**config.mk**
```make
export PLATFORM = sky130hd
export DESIGN_NAME = dual_format_packet_deframer
export DESIGN_NICKNAME = d
export VERILOG_FILES = /design/src/sv/dfpd_pkg.sv /design/src/sv/dfpd_cfg.sv /design/src/sv/dfpd_parser.sv /design/src/sv/dfpd_drain.sv /design/src/sv/dual_format_packet_deframer.sv
export SDC_FILE = /design/constraint.sdc
export NUM_CORES = 1
export LEC_CHECK = 0
export ABC_AREA = 1
export BUFFER_PORTS_ARGS = -buffer_cell sky130_fd_sc_hd__buf_2
export CORE_MARGIN = 5
export CORE_UTILIZATION = 65
export CTS_CLUSTER_DIAMETER = 150
export DETAILED_ROUTE_END_ITERATION = 7
export GPL_TIMING_DRIVEN = 0
export MAX_ROUTING_LAYER = met4
export PLACE_DENSITY = 0.85
export SYNTH_ARGS = -nofsm -noshare
export SYNTH_HDL_FRONTEND = slang
export SYNTH_SLANG_ARGS = --single-unit
```
**constraint.sdc**
```tcl
create_clock -name clk -period 5.3 [get_ports clk]
set_input_delay 0.795 -clock clk [delete_from_list [all_inputs] [get_ports clk]]
set_output_delay 0.795 -clock clk [all_outputs]
set_load 0.005 [all_outputs]
```
**src/sv/dfpd_pkg.sv**
```systemverilog
// ----------------------------------------------------------------------------
// dfpd_pkg
// Shared types, constants and helpers for the dual-format packet deframer.
// ----------------------------------------------------------------------------
package dfpd_pkg;

	// Size of the payload store in bytes.
	localparam int PAYLOAD_CAPACITY = 32;
	// A packet gives at most this many result words.
	localparam int MAX_RESULTS      = 32;
	localparam int EFF_CAP          = (PAYLOAD_CAPACITY < MAX_RESULTS) ?
	                                  PAYLOAD_CAPACITY : MAX_RESULTS;
	localparam int ADDR_W           = $clog2(PAYLOAD_CAPACITY);
	localparam int FILL_W           = $clog2(EFF_CAP + 1);

	// Configuration register map.
	localparam int NUM_REGS    = 6;
	localparam int APB_ADDR_W  = $clog2(NUM_REGS * 4);
	localparam int REG_IDX_W   = APB_ADDR_W - 2;

	localparam logic [REG_IDX_W-1:0] REG_HEX_START  = REG_IDX_W'(0);
	localparam logic [REG_IDX_W-1:0] REG_HEX_END    = REG_IDX_W'(1);
	localparam logic [REG_IDX_W-1:0] REG_HEX_LEN    = REG_IDX_W'(2);
	localparam logic [REG_IDX_W-1:0] REG_TEXT_START = REG_IDX_W'(3);
	localparam logic [REG_IDX_W-1:0] REG_TEXT_END1  = REG_IDX_W'(4);
	localparam logic [REG_IDX_W-1:0] REG_TEXT_END2  = REG_IDX_W'(5);

	// Reset values of the registers.
	localparam logic [7:0] RST_HEX_START  = 8'hFF;
	localparam logic [7:0] RST_HEX_END    = 8'hFE;
	localparam logic [5:0] RST_HEX_LEN    = 6'd3;
	localparam logic [7:0] RST_TEXT_START = 8'h40;
	localparam logic [7:0] RST_TEXT_END1  = 8'h2A;
	localparam logic [7:0] RST_TEXT_END2  = 8'h26;

	localparam logic KIND_HEX  = 1'b0;
	localparam logic KIND_TEXT = 1'b1;

	typedef enum logic [2:0] {
		PH_IDLE,
		PH_HEX,
		PH_HEX_END,
		PH_TEXT,
		PH_TEXT_END
	} phase_t;

	typedef struct packed {
		logic [7:0] hex_start;
		logic [7:0] hex_end;
		logic [5:0] hex_len;
		logic [7:0] text_start;
		logic [7:0] text_end1;
		logic [7:0] text_end2;
	} cfg_t;

	typedef struct packed {
		logic              en;
		logic [ADDR_W-1:0] addr;
		logic [7:0]        data;
	} store_wr_t;

	typedef struct packed {
		logic              valid;
		logic [FILL_W-1:0] count;
		logic              kind;
		logic              trunc;
	} pkt_done_t;

	// Hex payload length as used: zero acts as one, and it never exceeds
	// the usable part of the store.
	function automatic logic [FILL_W-1:0] hex_len_eff(input logic [5:0] len);
		logic [FILL_W-1:0] n;
		if (len == 6'd0) begin
			n = FILL_W'(1);
		end else if (int'(len) > EFF_CAP) begin
			n = FILL_W'(EFF_CAP);
		end else begin
			n = FILL_W'(len);
		end
		return n;
	endfunction

endpackage

```
**src/sv/dfpd_cfg.sv**
```systemverilog
// ----------------------------------------------------------------------------
// dfpd_cfg
// APB register file holding the framing bytes and the hex payload length.
// ----------------------------------------------------------------------------
module dfpd_cfg import dfpd_pkg::*; (
	input  logic                  clk,
	input  logic                  arst_n,
	input  logic                  psel,
	input  logic                  penable,
	input  logic                  pwrite,
	input  logic [APB_ADDR_W-1:0] paddr,
	input  logic [31:0]           pwdata,
	output logic [31:0]           prdata,
	output logic                  pready,
	output cfg_t                  cfg
);

	cfg_t                 cfg_q;
	logic                 wr_en;
	logic [REG_IDX_W-1:0] idx;

	assign pready = 1'b1;
	assign idx    = paddr[APB_ADDR_W-1:2];
	assign wr_en  = psel & penable & pwrite;
	assign cfg    = cfg_q;

	always_ff @(posedge clk or negedge arst_n) begin
		if (!arst_n) begin
			cfg_q.hex_start  <= RST_HEX_START;
			cfg_q.hex_end    <= RST_HEX_END;
			cfg_q.hex_len    <= RST_HEX_LEN;
			cfg_q.text_start <= RST_TEXT_START;
			cfg_q.text_end1  <= RST_TEXT_END1;
			cfg_q.text_end2  <= RST_TEXT_END2;
		end else if (wr_en) begin
			unique case (idx)
				REG_HEX_START:  cfg_q.hex_start  <= pwdata[7:0];
				REG_HEX_END:    cfg_q.hex_end    <= pwdata[7:0];
				REG_HEX_LEN:    cfg_q.hex_len    <= pwdata[5:0];
				REG_TEXT_START: cfg_q.text_start <= pwdata[7:0];
				REG_TEXT_END1:  cfg_q.text_end1  <= pwdata[7:0];
				REG_TEXT_END2:  cfg_q.text_end2  <= pwdata[7:0];
				default: ;
			endcase
		end
	end

	always_comb begin
		unique case (idx)
			REG_HEX_START:  prdata = {24'd0, cfg_q.hex_start};
			REG_HEX_END:    prdata = {24'd0, cfg_q.hex_end};
			REG_HEX_LEN:    prdata = {26'd0, cfg_q.hex_len};
			REG_TEXT_START: prdata = {24'd0, cfg_q.text_start};
			REG_TEXT_END1:  prdata = {24'd0, cfg_q.text_end1};
			REG_TEXT_END2:  prdata = {24'd0, cfg_q.text_end2};
			default:        prdata = 32'd0;
		endcase
	end

endmodule

```
**src/sv/dfpd_parser.sv**
```systemverilog
// ----------------------------------------------------------------------------
// dfpd_parser
// Framing state machine: tracks the packet phase and fill count, and issues
// store writes and packet completions.
// ----------------------------------------------------------------------------
module dfpd_parser import dfpd_pkg::*; (
	input  logic       clk,
	input  logic       arst_n,
	input  cfg_t       cfg,
	input  logic       take,
	input  logic [7:0] rx_byte,
	output store_wr_t  wr,
	output pkt_done_t  done
);

	phase_t            phase_q, phase_d;
	logic [FILL_W-1:0] fill_q, fill_d;
	logic              ovf_q, ovf_d;
	logic              room;
	logic [FILL_W-1:0] fill_inc;

	assign room     = int'(fill_q) < EFF_CAP;
	assign fill_inc = fill_q + FILL_W'(1);

	// Next state.
	always_comb begin
		phase_d = phase_q;
		fill_d  = fill_q;
		ovf_d   = ovf_q;
		if (take) begin
			unique case (phase_q)
				PH_HEX: begin
					if (room) begin
						fill_d = fill_inc;
					end
					if (fill_d >= hex_len_eff(cfg.hex_len)) begin
						phase_d = PH_HEX_END;
					end
				end
				PH_HEX_END: begin
					if (rx_byte == cfg.hex_end) begin
						phase_d = PH_IDLE;
					end
				end
				PH_TEXT: begin
					priority if (rx_byte == cfg.text_end1) begin
						phase_d = PH_TEXT_END;
					end else if (room) begin
						fill_d = fill_inc;
					end else begin
						ovf_d = 1'b1;
					end
				end
				PH_TEXT_END: begin
					if (rx_byte == cfg.text_end2) begin
						phase_d = PH_IDLE;
					end
				end
				default: begin
					phase_d = PH_IDLE;
					priority if (rx_byte == cfg.hex_start) begin
						phase_d = PH_HEX;
						fill_d  = '0;
						ovf_d   = 1'b0;
					end else if (rx_byte == cfg.text_start) begin
						phase_d = PH_TEXT;
						fill_d  = '0;
						ovf_d   = 1'b0;
					end
				end
			endcase
		end
	end

	// Outputs.
	always_comb begin
		wr.en      = 1'b0;
		wr.addr    = ADDR_W'(fill_q);
		wr.data    = rx_byte;
		done.valid = 1'b0;
		done.count = fill_q;
		done.kind  = KIND_HEX;
		done.trunc = 1'b0;
		if (take) begin
			unique case (phase_q)
				PH_HEX: begin
					wr.en = room;
				end
				PH_HEX_END: begin
					done.valid = (rx_byte == cfg.hex_end);
				end
				PH_TEXT: begin
					wr.en = room && (rx_byte != cfg.text_end1);
				end
				PH_TEXT_END: begin
					done.valid = (rx_byte == cfg.text_end2);
					done.kind  = KIND_TEXT;
					done.trunc = ovf_q;
				end
				default: ;
			endcase
		end
	end

	always_ff @(posedge clk or negedge arst_n) begin
		if (!arst_n) begin
			phase_q <= PH_IDLE;
			fill_q  <= '0;
			ovf_q   <= 1'b0;
		end else begin
			phase_q <= phase_d;
			fill_q  <= fill_d;
			ovf_q   <= ovf_d;
		end
	end

endmodule

```
**src/sv/dfpd_drain.sv**
```systemverilog
// ----------------------------------------------------------------------------
// dfpd_drain
// Payload store and the read-out sequencer that turns a completed packet
// into result words, one store read per word.
// ----------------------------------------------------------------------------
module dfpd_drain import dfpd_pkg::*; (
	input  logic       clk,
	input  logic       arst_n,
	input  store_wr_t  wr,
	input  pkt_done_t  done,
	output logic       busy,
	output logic       out_valid,
	input  logic       out_stall,
	output logic [7:0] payload_byte,
	output logic [4:0] payload_index,
	output logic       packet_kind,
	output logic       is_last,
	output logic       empty_packet,
	output logic       truncated
);

	logic [7:0] mem [PAYLOAD_CAPACITY];

	// Read sequencer.
	logic              active_q;
	logic [FILL_W-1:0] cnt_q;
	logic [FILL_W-1:0] k_q;
	logic              kind_q;
	logic              trunc_q;

	// Read stage.
	logic              rd_valid_s1;
	logic [7:0]        rd_data_s1;
	logic [4:0]        idx_s1;
	logic              kind_s1, last_s1, empty_s1, trunc_s1;

	// Output register.
	logic              out_valid_q;
	logic [7:0]        byte_q;
	logic [4:0]        idx_q;
	logic              out_kind_q, last_q, empty_q, out_trunc_q;

	logic              load_out;
	logic              issue;
	logic              is_empty;
	logic              issue_last;

	assign load_out   = rd_valid_s1 && (!out_valid_q || !out_stall);
	assign issue      = active_q && (!rd_valid_s1 || load_out);
	assign is_empty   = (cnt_q == '0);
	assign issue_last = is_empty || (k_q == cnt_q - FILL_W'(1));
	assign busy       = active_q;

	always_ff @(posedge clk) begin
		if (wr.en) begin
			mem[wr.addr] <= wr.data;
		end
	end

	always_ff @(posedge clk) begin
		if (issue) begin
			rd_data_s1 <= mem[ADDR_W'(k_q)];
			idx_s1     <= 5'(k_q);
			kind_s1    <= kind_q;
			last_s1    <= issue_last;
			empty_s1   <= is_empty;
			trunc_s1   <= trunc_q;
		end
	end

	always_ff @(posedge clk or negedge arst_n) begin
		if (!arst_n) begin
			active_q    <= 1'b0;
			rd_valid_s1 <= 1'b0;
		end else begin
			if (done.valid) begin
				active_q <= 1'b1;
			end else if (issue && issue_last) begin
				active_q <= 1'b0;
			end
			if (issue) begin
				rd_valid_s1 <= 1'b1;
			end else if (load_out) begin
				rd_valid_s1 <= 1'b0;
			end
		end
	end

	always_ff @(posedge clk) begin
		if (done.valid) begin
			cnt_q   <= done.count;
			k_q     <= '0;
			kind_q  <= done.kind;
			trunc_q <= done.trunc;
		end else if (issue) begin
			k_q <= k_q + FILL_W'(1);
		end
	end

	always_ff @(posedge clk or negedge arst_n) begin
		if (!arst_n) begin
			out_valid_q <= 1'b0;
		end else if (load_out) begin
			out_valid_q <= 1'b1;
		end else if (!out_stall) begin
			out_valid_q <= 1'b0;
		end
	end

	always_ff @(posedge clk) begin
		if (load_out) begin
			byte_q      <= empty_s1 ? 8'd0 : rd_data_s1;
			idx_q       <= idx_s1;
			out_kind_q  <= kind_s1;
			last_q      <= last_s1;
			empty_q     <= empty_s1;
			out_trunc_q <= trunc_s1;
		end
	end

	assign out_valid     = out_valid_q;
	assign payload_byte  = byte_q;
	assign payload_index = idx_q;
	assign packet_kind   = out_kind_q;
	assign is_last       = last_q;
	assign empty_packet  = empty_q;
	assign truncated     = out_trunc_q;

endmodule

```
**src/sv/dual_format_packet_deframer.sv**
```systemverilog
// ----------------------------------------------------------------------------
// dual_format_packet_deframer
// Recognises hex and text packets in a received byte stream and plays each
// completed payload out as a burst of result words.
// ----------------------------------------------------------------------------
// Each byte is taken unless the input is stalled, and a byte that does not
// complete a packet leaves the block ready for the next one at once. A hex
// packet opens with the hex start byte, carries a fixed number of payload
// bytes and then closes on the hex end byte; a text packet opens with the text
// start character, collects characters until the first end character and
// closes on the second end character. Bytes outside a packet are ignored. The
// payload is held in a single-port synchronous store of 32 bytes, which needs
// no clearing pass after reset. When the closing byte arrives, the read-out
// sequencer reads the store back one entry per cycle while the output is not
// stalled and delivers one word per payload byte, in order, with its index,
// the packet kind and a last marker; an empty text packet gives a single word
// flagged as empty, and text that overflowed the store is flagged as
// truncated on every word of its packet. While the store is being read back,
// input is stalled, and a stall on the output lengthens the read-back. The
// output word sits in a register of its own, so bytes keep flowing in while
// the final word of a packet waits to be taken. The user must write the
// configuration registers over the APB port only while the block is idle;
// the block itself does not enforce this.
// ----------------------------------------------------------------------------
module dual_format_packet_deframer import dfpd_pkg::*; (
	input  logic                  clk,
	input  logic                  arst_n,
	// configuration port
	input  logic                  psel,
	input  logic                  penable,
	input  logic                  pwrite,
	input  logic [APB_ADDR_W-1:0] paddr,
	input  logic [31:0]           pwdata,
	output logic [31:0]           prdata,
	output logic                  pready,
	// received bytes
	input  logic                  in_valid,
	output logic                  in_stall,
	input  logic [7:0]            rx_byte,
	// result words
	output logic                  out_valid,
	input  logic                  out_stall,
	output logic [7:0]            payload_byte,
	output logic [4:0]            payload_index,
	output logic                  packet_kind,
	output logic                  is_last,
	output logic                  empty_packet,
	output logic                  truncated
);

	cfg_t      cfg;
	store_wr_t wr;
	pkt_done_t done;
	logic      busy;
	logic      take;

	// A byte is taken whenever the read-out sequencer is not using the store.
	assign in_stall = busy;
	assign take     = in_valid && !busy;

	dfpd_cfg u_cfg (
		.clk     (clk),
		.arst_n  (arst_n),
		.psel    (psel),
		.penable (penable),
		.pwrite  (pwrite),
		.paddr   (paddr),
		.pwdata  (pwdata),
		.prdata  (prdata),
		.pready  (pready),
		.cfg     (cfg)
	);

	// The parser owns the packet phase and fill count, and writes each
	// payload byte into the store as it arrives.
	dfpd_parser u_parser (
		.clk     (clk),
		.arst_n  (arst_n),
		.cfg     (cfg),
		.take    (take),
		.rx_byte (rx_byte),
		.wr      (wr),
		.done    (done)
	);

	// The read-out side holds the store and plays a completed packet out.
	dfpd_drain u_drain (
		.clk           (clk),
		.arst_n        (arst_n),
		.wr            (wr),
		.done          (done),
		.busy          (busy),
		.out_valid     (out_valid),
		.out_stall     (out_stall),
		.payload_byte  (payload_byte),
		.payload_index (payload_index),
		.packet_kind   (packet_kind),
		.is_last       (is_last),
		.empty_packet  (empty_packet),
		.truncated     (truncated)
	);

endmodule
```
==> results of run 1 <==
layout by cell type, fill, tap and decap left out, types with 13 or more instances in the layout:
cell	n
a21oi_1	14
buf_2	80
buf_4	38
clkbuf_1	24
clkbuf_16	38
conb_1	25
dfrtp_1	35
dfstp_2	24
edfxtp_1	298
ha_1	13
inv_1	88
nand2_1	287
nand3_1	69
nor2_1	215
o211ai_1	20
o21ai_0	140
o21ai_1	14
o221ai_1	17
o22ai_1	25
xnor2_1	24
how the worst max path moves through the flow:
stage / to / slack [ns] / cells past startpoint
after CTS: u_drain.mem[27][4]$_DFFE_PP_ / 2.15 / 11
final: u_drain.mem[27][4]$_DFFE_PP_ / 2.07 / 11
after global placement: u_drain.mem[26][4]$_DFFE_PP_ / 1.69 / 11
after detailed placement: u_drain.mem[9][1]$_DFFE_PP_ / 1.65 / 11
after floorplan: prdata[0] / 2.92 / 6
after global routing: u_drain.mem[27][3]$_DFFE_PP_ / 1.98 / 11
worst max-delay path: stages:
cell     delay (ns)
buf_2          0.64
inv_2          0.17
nand2_1        0.11
nand2_1        0.10
nand2_1        0.09
nor2_1         0.08
nand2_2        0.10
nand2_2        0.09
nand2_8        0.13
nand4_4        0.23
nor2_1         0.82
state kept, by name, summed over array words and instances, names as in the netlist, 6 cells and up:
register              flops
u_drain.mem             256
u_cfg.cfg                46
u_drain.payload_byte      8
u_drain.rd_data_s1        8
u_drain.cnt_q             6
u_drain.k_q               6
u_parser.fill_q           6
report_power, final:
| group | leakage [uW] | switching, uW | internal (uW) |
|---|---|---|---|
| clock | 0.000569 | 1060 | 1450 |
| combinational | 0.00292 | 293 | 170 |
| sequential | 0.00343 | 74.8 | 3190 |
| total | 0.00692 | 1420 | 4810 |
cell type report:
| class | count | area, um^2 |
|---|---|---|
| clock buffers | 48 | 1018 |
| plain buffers | 91 | 541.8 |
| well taps | 324 | 405.4 |
| repair buffers | 51 | 257.7 |
| flip-flops and latches | 363 | 10580 |
| inverters | 97 | 364.1 |
| multi-input cells | 936 | 4651 |
| clock inverters | 17 | 145.1 |
| fillers | 1568 | 6361 |
metrics by stage:
| stage | total power (uW) | setup WS (ns) | area, um^2 | hold WS, ns |
|---|---|---|---|---|
| 6_report | 6233 | 2.067 | 17960 | 0.3379 |
| 5_1_grt | 6445 | 1.982 | 17960 | 0.4076 |
| 4_1_cts | 6225 | 2.148 | 17950 | 0.4195 |
| 3_5_place_dp | 3763 | 1.646 | 16790 | 0.4054 |
| 3_3_place_gp | 3740 | 1.694 | 16790 | 0.4026 |
| 2_1_floorplan | 3601 | 2.922 | 16130 | 0.4003 |
layer usage:
layer / GRT usage [%] / routed length (um) / part of all wire [%] / up-vias
li1: - / - / - / 5257
met1: 39.29 / 14860 / 35 / 5547
met2: 47.57 / 19500 / 46 / 919
met3: 8.487 / 5660 / 13 / 194
met4: 14.94 / 2405 / 5.7 / 0
met5: - / 0 / 0 / -
logic make-up after synthesis:
group | after synthesis | share of synthesized area (%)
adder cells (fa/ha/maj) | 13 | 1.014
other | 2 | 0.04681
AO/OA/AOI/OAI | 258 | 9.507
buffers and inverters | 188 | 5.647
flip-flops | 363 | 65.92
XOR/XNOR | 36 | 1.965
AND/OR/NAND/NOR | 604 | 15.90
==> results.json, run 1 <==
{
  "outcome": "complete, no violations",
  "crit_path_start": "rx_byte[5]",
  "clkTransAtPathRegs_ns": 0.06,
  "grt_overflow": 0,
  "fin_tns_setup_ns": 0,
  "reg2reg_from": "u_cfg.cfg[13]$_DFFE_PN1P_",
  "slew_headroom_pct": 35.01,
  "antennaDiodeCount": 0,
  "firstDrtPassIters": 6,
  "reg2reg_slack_ns": 2.66,
  "port_buffers": 51,
  "required_ns": 5.44,
  "powerDensity_nw_per_um2": 347.1,
  "fin_nets": 1642,
  "numClockSinks": 363,
  "antenna_found_initial": 0,
  "seq_area_frac_synth_pct": 65.92,
  "yosysMostFrequentCell": "edfxtp_1",
  "htree_levels": 2,
  "drt_wl_total_um": 42420,
  "path_max_fanout": 38,
  "fin_util_pct": 73.84,
  "drc": 0,
  "synth.cell_area_um2": 16040,
  "synth_largest_area_cell": "edfxtp_1",
  "initial_utilization_pct": 65.97,
  "synth_edf_count": 298,
  "worstSetupEndpointType": "flop",
  "wl_per_cell_um": 22.01,
  "reg2regPathDepth": 10,
  "cp-start-kind": "input port",
  "grt_pass1_vias": 11625,
  "gp_congestion": 0.9808,
  "vias": 11917,
  "post-route-period-util_pct": 61.00,
  "hold_class": "input port to asynchronous set/reset pin",
  "cts_resized": 0,
  "fin_cells": 1927,
  "fp-row-count": 57,
  "worstSetupPathType": "input port to flop",
  "globalRouteTotalUtil_pct": 31.20,
  "finalCriticalPeriod_ns": 3.233,
  "drive_gt1_share_pct": 14.54,
  "antenna_left": 0,
  "postCtsHoldBufs": 0,
  "synthTopCellsByCount": "298 x edfxtp_1, 287 x nand2_1, 216 x nor2_1, 140 x o21ai_0, 88 x inv_1",
  "slew_violations": 0,
  "synth-main-ff-cell": "edfxtp_1",
  "cts_tree": "yes",
  "hold_viol": 0,
  "areaGrowthSynthToFinish_pct": 11.94,
  "clock_path_buffers": 3,
  "syn_inst": 1464,
  "dp_hpwl_um": 27600,
  "grt_pass1_wl_um": 65480,
  "cts-root-buf": "clkbuf_16",
  "numCtsBuffers": 37,
  "r2r-end": "u_drain.mem[27][4]$_DFFE_PP_",
  "ys_warn_count": 0,
  "maxCapViolations": 0,
  "skew_ns": 0.02170,
  "async_flop_share_pct": 16.25,
  "yosys.cell_types.count": 45,
  "clkLatencyLatePin_ns": 0.53,
  "die_h_um": 167.1,
  "cts_setup_buffers": 0,
  "setup_viol": 0,
  "ios": 104,
  "ys_seq_elements": 363,
  "max_freq_mhz": 309.3,
  "drt_iter0_drc": 1896,
  "leakagePower_uw": 0.006915,
  "placedCellCount": 1862,
  "rsz0062_at_grt": "no",
  "die_area_um2": 27920,
  "grt_max_degree": 60,
  "syn_area_per_cell_um2": 10.96,
  "synth_top_area_share_pct": 55.78,
  "drt-vias-per-instance": 6.184,
  "cp.arrival_ns": 3.38,
  "die_w_um": 167.1,
  "core_area_um2": 24320,
  "synthTopCellsByArea": "edfxtp_1 56%, nand2_1 6.7%, dfrtp_1 5.5%, nor2_1 5.1%, o21ai_0 4.4%",
  "worst_pin_slew_ns": 0.9713,
  "ir_worst_vdd_v": 0.0002609
}
(Power assumes the default switching activity.)
==> run 2: changes to the inputs <==
--- a/config.mk
+++ b/config.mk
@@ -8,12 +8,12 @@
 export ABC_AREA = 1
 export BUFFER_PORTS_ARGS = -buffer_cell sky130_fd_sc_hd__buf_2
 export CORE_MARGIN = 5
-export CORE_UTILIZATION = 65
+export CORE_UTILIZATION = 61
 export CTS_CLUSTER_DIAMETER = 150
 export DETAILED_ROUTE_END_ITERATION = 7
 export GPL_TIMING_DRIVEN = 0
 export MAX_ROUTING_LAYER = met4
-export PLACE_DENSITY = 0.85
+export PLACE_DENSITY = 0.8
 export SYNTH_ARGS = -nofsm -noshare
 export SYNTH_HDL_FRONTEND = slang
 export SYNTH_SLANG_ARGS = --single-unit
==> constraint.sdc (replaced) <==
create_clock -name clk -period 3.05 [get_ports clk]
set_input_delay 0.4575 -clock clk [delete_from_list [all_inputs] [get_ports clk]]
set_output_delay 0.4575 -clock clk [all_outputs]
set_load 0.005 [all_outputs]
==> results.json, run 2 (synthesis gave the netlist of run 1 again) <==
{
  "p_comb_share_pct": 7.2,
  "crit_path_start": "rx_byte[3]",
  "skew_ns": 0.01485,
  "initial_utilization_pct": 61.74,
  "numClockSinks": 363,
  "drive_gt1_share_pct": 14.34,
  "grt_overflow": 0,
  "setup_viol": 0,
  "max_flop_register": "u_drain.mem",
  "slew_violations": 0,
  "maxCapViolations": 0,
  "drt_iter0_drc": 1541,
  "post-route-period-util_pct": 93.42,
  "antennaDiodeCount": 0,
  "final_cell_area_um2": 17990,
  "wl_met2_um": 19490,
  "antenna_found_initial": 0,
  "cts_resized": 0,
  "htree_levels": 2,
  "ios": 104,
  "die_w_um": 172.2,
  "cts_setup_buffers": 0,
  "drc": 0,
  "place_area_um2": 16800,
  "reg2reg_from": "u_cfg.cfg[13]$_DFFE_PN1P_",
  "drt-vias-per-instance": 6.039,
  "antenna_left": 0,
  "dp_hpwl_um": 27520,
  "firstDrtPassIters": 5,
  "finalPower_uw": 10910,
  "clkTransAtPathRegs_ns": 0.06,
  "postCtsHoldBufs": 0,
  "cp.arrival_ns": 2.99,
  "whs_ns": 0.01656,
  "cp-start-kind": "input port",
  "worstSetupPathType": "input port to flop",
  "mostFrequentLayoutCell": "edfxtp_1",
  "multi_input_area_um2": 4651,
  "cts_tree": "yes",
  "wl_met1_um": 16170,
  "rsz0062_at_grt": "no",
  "clkLatencyLatePin_ns": 0.53,
  "port_buffers": 51,
  "placedCellCount": 1873,
  "drt_wl_total_um": 42190,
  "switching_share_pct": 22.84,
  "finalCriticalPeriod_ns": 2.849,
  "outcome": "complete, no violations",
  "reg2reg_slack_ns": 0.42,
  "final_cell_mix": "298 x edfxtp_1, 287 x nand2_1, 215 x nor2_1, 140 x o21ai_0, 88 x inv_1",
  "fillers": 1852,
  "areaGrowthSynthToFinish_pct": 12.14,
  "core_area_um2": 25980,
  "leakagePower_uw": 0.006925,
  "gp_congestion": 0.9411,
  "wl_per_cell_um": 21.76,
  "hold_viol": 0,
  "p_int_uw": 8416,
  "grt_pass1_wl_um": 63960,
  "die_area_um2": 29640,
  "clock_path_buffers": 3,
  "worst_pin_slew_ns": 1.001,
  "fin_cells": 1939,
  "largest_reg_flops": 256,
  "globalRouteTotalUtil_pct": 29.46,
  "numCtsBuffers": 37,
  "path_max_fanout": 33,
  "die_h_um": 172.2,
  "slew_headroom_pct": 33.01,
  "fin_util_pct": 69.23,
  "dr_wl_met3_um": 4934,
  "hold_class": "input port to asynchronous set/reset pin",
  "p_seq_share_pct": 52.0,
  "clkPwrFrac_pct": 40.8,
  "ir_worst_vdd_v": 0.0004199,
  "ff_latch_area_um2": 10580,
  "cts-root-buf": "clkbuf_16",
  "routed.top_layer": "met4",
  "powerDensity_nw_per_um2": 606.3,
  "max_freq_mhz": 351.0,
  "grt_pass1_vias": 11268,
  "fin_nets": 1642,
  "vias": 11710,
  "required_ns": 3.19,
  "grt_max_degree": 60,
  "p_sw_uw": 2491,
  "worstSetupEndpointType": "flop",
  "fp-row-count": 59
}
[run 2: cell count changes in the layout (fill, tap and decap cells not counted)]
| cell | change |
|---|---|
| bufinv_16 | +1 |
| clkinv_8 | -1 |
| clkbuf_8 | -3 |
| clkinv_2 | -3 |
| clkbuf_16 | +1 |
| clkinvlp_4 | -2 |
| clkinv_1 | +5 |
| clkbuf_1 | -1 |
| inv_6 | +1 |
| clkinv_4 | +3 |
[run 2: final timing paths]
check,end,cells past startpoint
worst max-delay path,u_drain.mem[22][6]$_DFFE_PP_,10
worst min-delay path,u_cfg.cfg[27]$_DFFE_PN0P_,1
worst max register to register,u_drain.mem[22][6]$_DFFE_PP_,10
worst min register to register,u_drain.trunc_s1$_DFFE_PP_,0
max in group asynchronous,u_cfg.cfg[7]$_DFFE_PN0P_,1
min in group clk,u_cfg.cfg[7]$_DFFE_PN0P_,3
[run 2: worst max-delay path: stages]
cell and delay (ns):
buf_2 0.62, buf_4 0.29, xnor2_1 0.07, nand2_1 0.06, nor2_1 0.08, nand2_2 0.10, nand2_2 0.09, nand2_8 0.13
nand4_4 0.23, nor2_1 0.84
[run 2: per-stage QoR]
step | setup WS [ns] | TNS (ns)
5_1_grt | 0.1490 | 0
6_report | 0.2007 | 0
3_5_place_dp | -0.2815 | -40.85
3_3_place_gp | -0.2176 | -24.98
2_1_floorplan | 1.061 | 0
4_1_cts | 0.2680 | 0
[run 2: power groups by stage]
stage                     logic, uW  clock network (uW)  registers [uW]
final                           785                4450            5670
after floorplan                 527                   0            5730
after global routing            879                4680            5690
after CTS                       780                4450            5670
after detailed placement        773                   0            5770
after global placement          742                   0            5760
[run 2: layout make-up]
cell class | instances | area share (%)
inverters | 97 | 2.024
clock buffers | 45 | 5.550
repair buffers | 51 | 1.433
plain buffers | 91 | 3.012
flip-flops and latches | 363 | 58.78
clock inverters | 21 | 1.015
multi-input cells | 936 | 25.85
well taps | 335 | 2.330
[run 2: layer usage]
layer	vias up	track usage [%]
met5	-	-
li1	5250	-
met1	5568	39.28
met4	0	11.11
met3	122	5.967
met2	770	45.45
==> run 3: changes to the inputs <==
--- a/config.mk
+++ b/config.mk
@@ -8,12 +8,11 @@
 export ABC_AREA = 1
 export BUFFER_PORTS_ARGS = -buffer_cell sky130_fd_sc_hd__buf_2
 export CORE_MARGIN = 5
-export CORE_UTILIZATION = 61
+export CORE_UTILIZATION = 45
 export CTS_CLUSTER_DIAMETER = 150
 export DETAILED_ROUTE_END_ITERATION = 7
 export GPL_TIMING_DRIVEN = 0
 export MAX_ROUTING_LAYER = met4
-export PLACE_DENSITY = 0.8
 export SYNTH_ARGS = -nofsm -noshare
 export SYNTH_HDL_FRONTEND = slang
 export SYNTH_SLANG_ARGS = --single-unit
==> results.json, run 3 (synthesis gave the netlist of run 1 again) <==
{
  "hold_viol": 0,
  "fin_nets": 1645,
  "reg2regPathDepth": 10,
  "setup_ws_ns": 0.2626,
  "wl_per_cell_um": 20.70,
  "required_ns": 3.20,
  "drive_gt1_share_pct": 14.53,
  "path_max_fanout": 33,
  "rsz0062_at_grt": "no",
  "clkPwrFrac_pct": 42.5,
  "gp_congestion": 0.9285,
  "p_seq_share_pct": 50.5,
  "finalCriticalPeriod_ns": 2.787,
  "hold_class": "input port to asynchronous set/reset pin",
  "grt_overflow": 0,
  "fp-row-count": 69,
  "antenna_left": 0,
  "post-route-period-util_pct": 91.39,
  "outcome": "complete, no violations",
  "ios": 104,
  "leakagePower_uw": 0.006979,
  "port_buffers": 51,
  "core_area_um2": 35400,
  "cts_resized": 0,
  "grt_pass1_wl_um": 65050,
  "p_sw_uw": 2519,
  "areaGrowthSynthToFinish_pct": 13.78,
  "skew_ns": 0.01448,
  "die_w_um": 198.8,
  "cts_tree": "yes",
  "numClockSinks": 363,
  "globalRouteTotalUtil_pct": 22.27,
  "dp_hpwl_um": 28580,
  "firstDrtPassIters": 6,
  "clock_path_buffers": 3,
  "clkTransAtPathRegs_ns": 0.06,
  "placedCellCount": 1999,
  "maxCapViolations": 0,
  "max_freq_mhz": 358.8,
  "slew_violations": 0,
  "powerDensity_nw_per_um2": 614.7,
  "grt_max_degree": 60,
  "die_h_um": 198.8,
  "initial_utilization_pct": 45.32,
  "die_area_um2": 39530,
  "cp.arrival_ns": 2.94,
  "drt_wl_total_um": 42870,
  "drc": 0,
  "ir_worst_vdd_v": 0.0003397,
  "htree_levels": 2,
  "place_ws_ns": -0.3102,
  "clkLatencyLatePin_ns": 0.54,
  "cp-start-kind": "input port",
  "antenna_found_initial": 0,
  "worstSetupPathType": "input port to flop",
  "fin_cells": 2071,
  "fin_util_pct": 51.57,
  "max_flop_register": "u_drain.mem",
  "cts-root-buf": "clkbuf_16",
  "drt_iter0_drc": 1093,
  "worstSetupEndpointType": "flop",
  "final_cell_mix": "298 x edfxtp_1, 287 x nand2_1, 215 x nor2_1, 140 x o21ai_0, 88 x inv_1",
  "switching_share_pct": 22.45,
  "largest_reg_flops": 256,
  "mostFrequentLayoutCell": "edfxtp_1",
  "setup_viol": 0,
  "p_comb_share_pct": 7.0,
  "worst_pin_slew_ns": 0.8913,
  "p_int_uw": 8702,
  "fillers": 3207,
  "vias": 11226,
  "cts_setup_buffers": 0,
  "grt_pass1_vias": 10705,
  "postCtsHoldBufs": 0,
  "numCtsBuffers": 40,
  "drt-vias-per-instance": 5.421,
  "antennaDiodeCount": 0,
  "slew_headroom_pct": 40.36
}
run 3: metrics by stage:
step / TNS [ns] / hold WS (ns) / power (uW) / area, um^2
6_report: 0 / 0.01034 / 11220 / 18250
4_1_cts: 0 / 0.1256 / 11300 / 18250
3_3_place_gp: -50.58 / 0.4037 / 6529 / 16960
3_5_place_dp: -60.90 / 0.4057 / 6545 / 16960
2_1_floorplan: 0 / 0.1619 / 6258 / 16130
5_1_grt: 0 / 0.06526 / 11620 / 18250
run 3: worst paths after layout:
path                                             from                       endpoint  slack, ns
max in group asynchronous                      arst_n      u_cfg.cfg[14]$_DFFE_PN0P_       2.52
min reg2reg                u_drain.trunc_s1$_DFFE_PP_    u_drain.truncated$_DFFE_PP_       0.42
min                                            arst_n       u_cfg.cfg[3]$_DFFE_PN0P_       0.01
max                                        rx_byte[2]   u_drain.mem[23][2]$_DFFE_PP_       0.26
min in group clk                            out_stall  u_drain.out_valid$_DFFE_PN0P_       0.14
max reg2reg                 u_cfg.cfg[13]$_DFFE_PN1P_   u_drain.mem[23][2]$_DFFE_PP_       0.49
run 3: critical path, cell delays in order:
cell,delay (ns)
buf_2,0.59
buf_2,0.35
xnor2_1,0.09
nand2_1,0.06
nor2_1,0.06
nand2_2,0.08
nand2_2,0.09
nand2_8,0.13
nand4_4,0.23
nor2_1,0.76
run 3: power groups by stage:
stage               logic (uW)  clock network [uW]  registers, uW
floorplan                  527                   0           5730
global placement           763                   0           5770
detailed placement         777                   0           5770
CTS                        784                4850           5670
global route               888                5050           5690
finish                     780                4770           5670
run 3: routing by layer:
metal | GRT usage [%] | vias up | part of all wire (%)
li1 | - | 5262 | -
met1 | 30.06 | 5437 | 43
met2 | 35.61 | 430 | 47
met3 | 2.761 | 97 | 6.6
met4 | 7.067 | 0 | 3.4
met5 | - | - | 0
run 3: area by class of cell:
| cell class | count | area [um^2] | area share, % |
|---|---|---|---|
| Sequential cell | 363 | 10580 | 57.93 |
| Multi-Input combinational cell | 936 | 4651 | 25.48 |
| Clock buffer | 48 | 1052 | 5.765 |
| Tap cell | 461 | 576.8 | 3.160 |
| Buffer | 91 | 541.8 | 2.968 |
| Inverter | 97 | 364.1 | 1.995 |
| Timing Repair Buffer | 51 | 257.7 | 1.412 |
| Clock inverter | 24 | 235.2 | 1.289 |
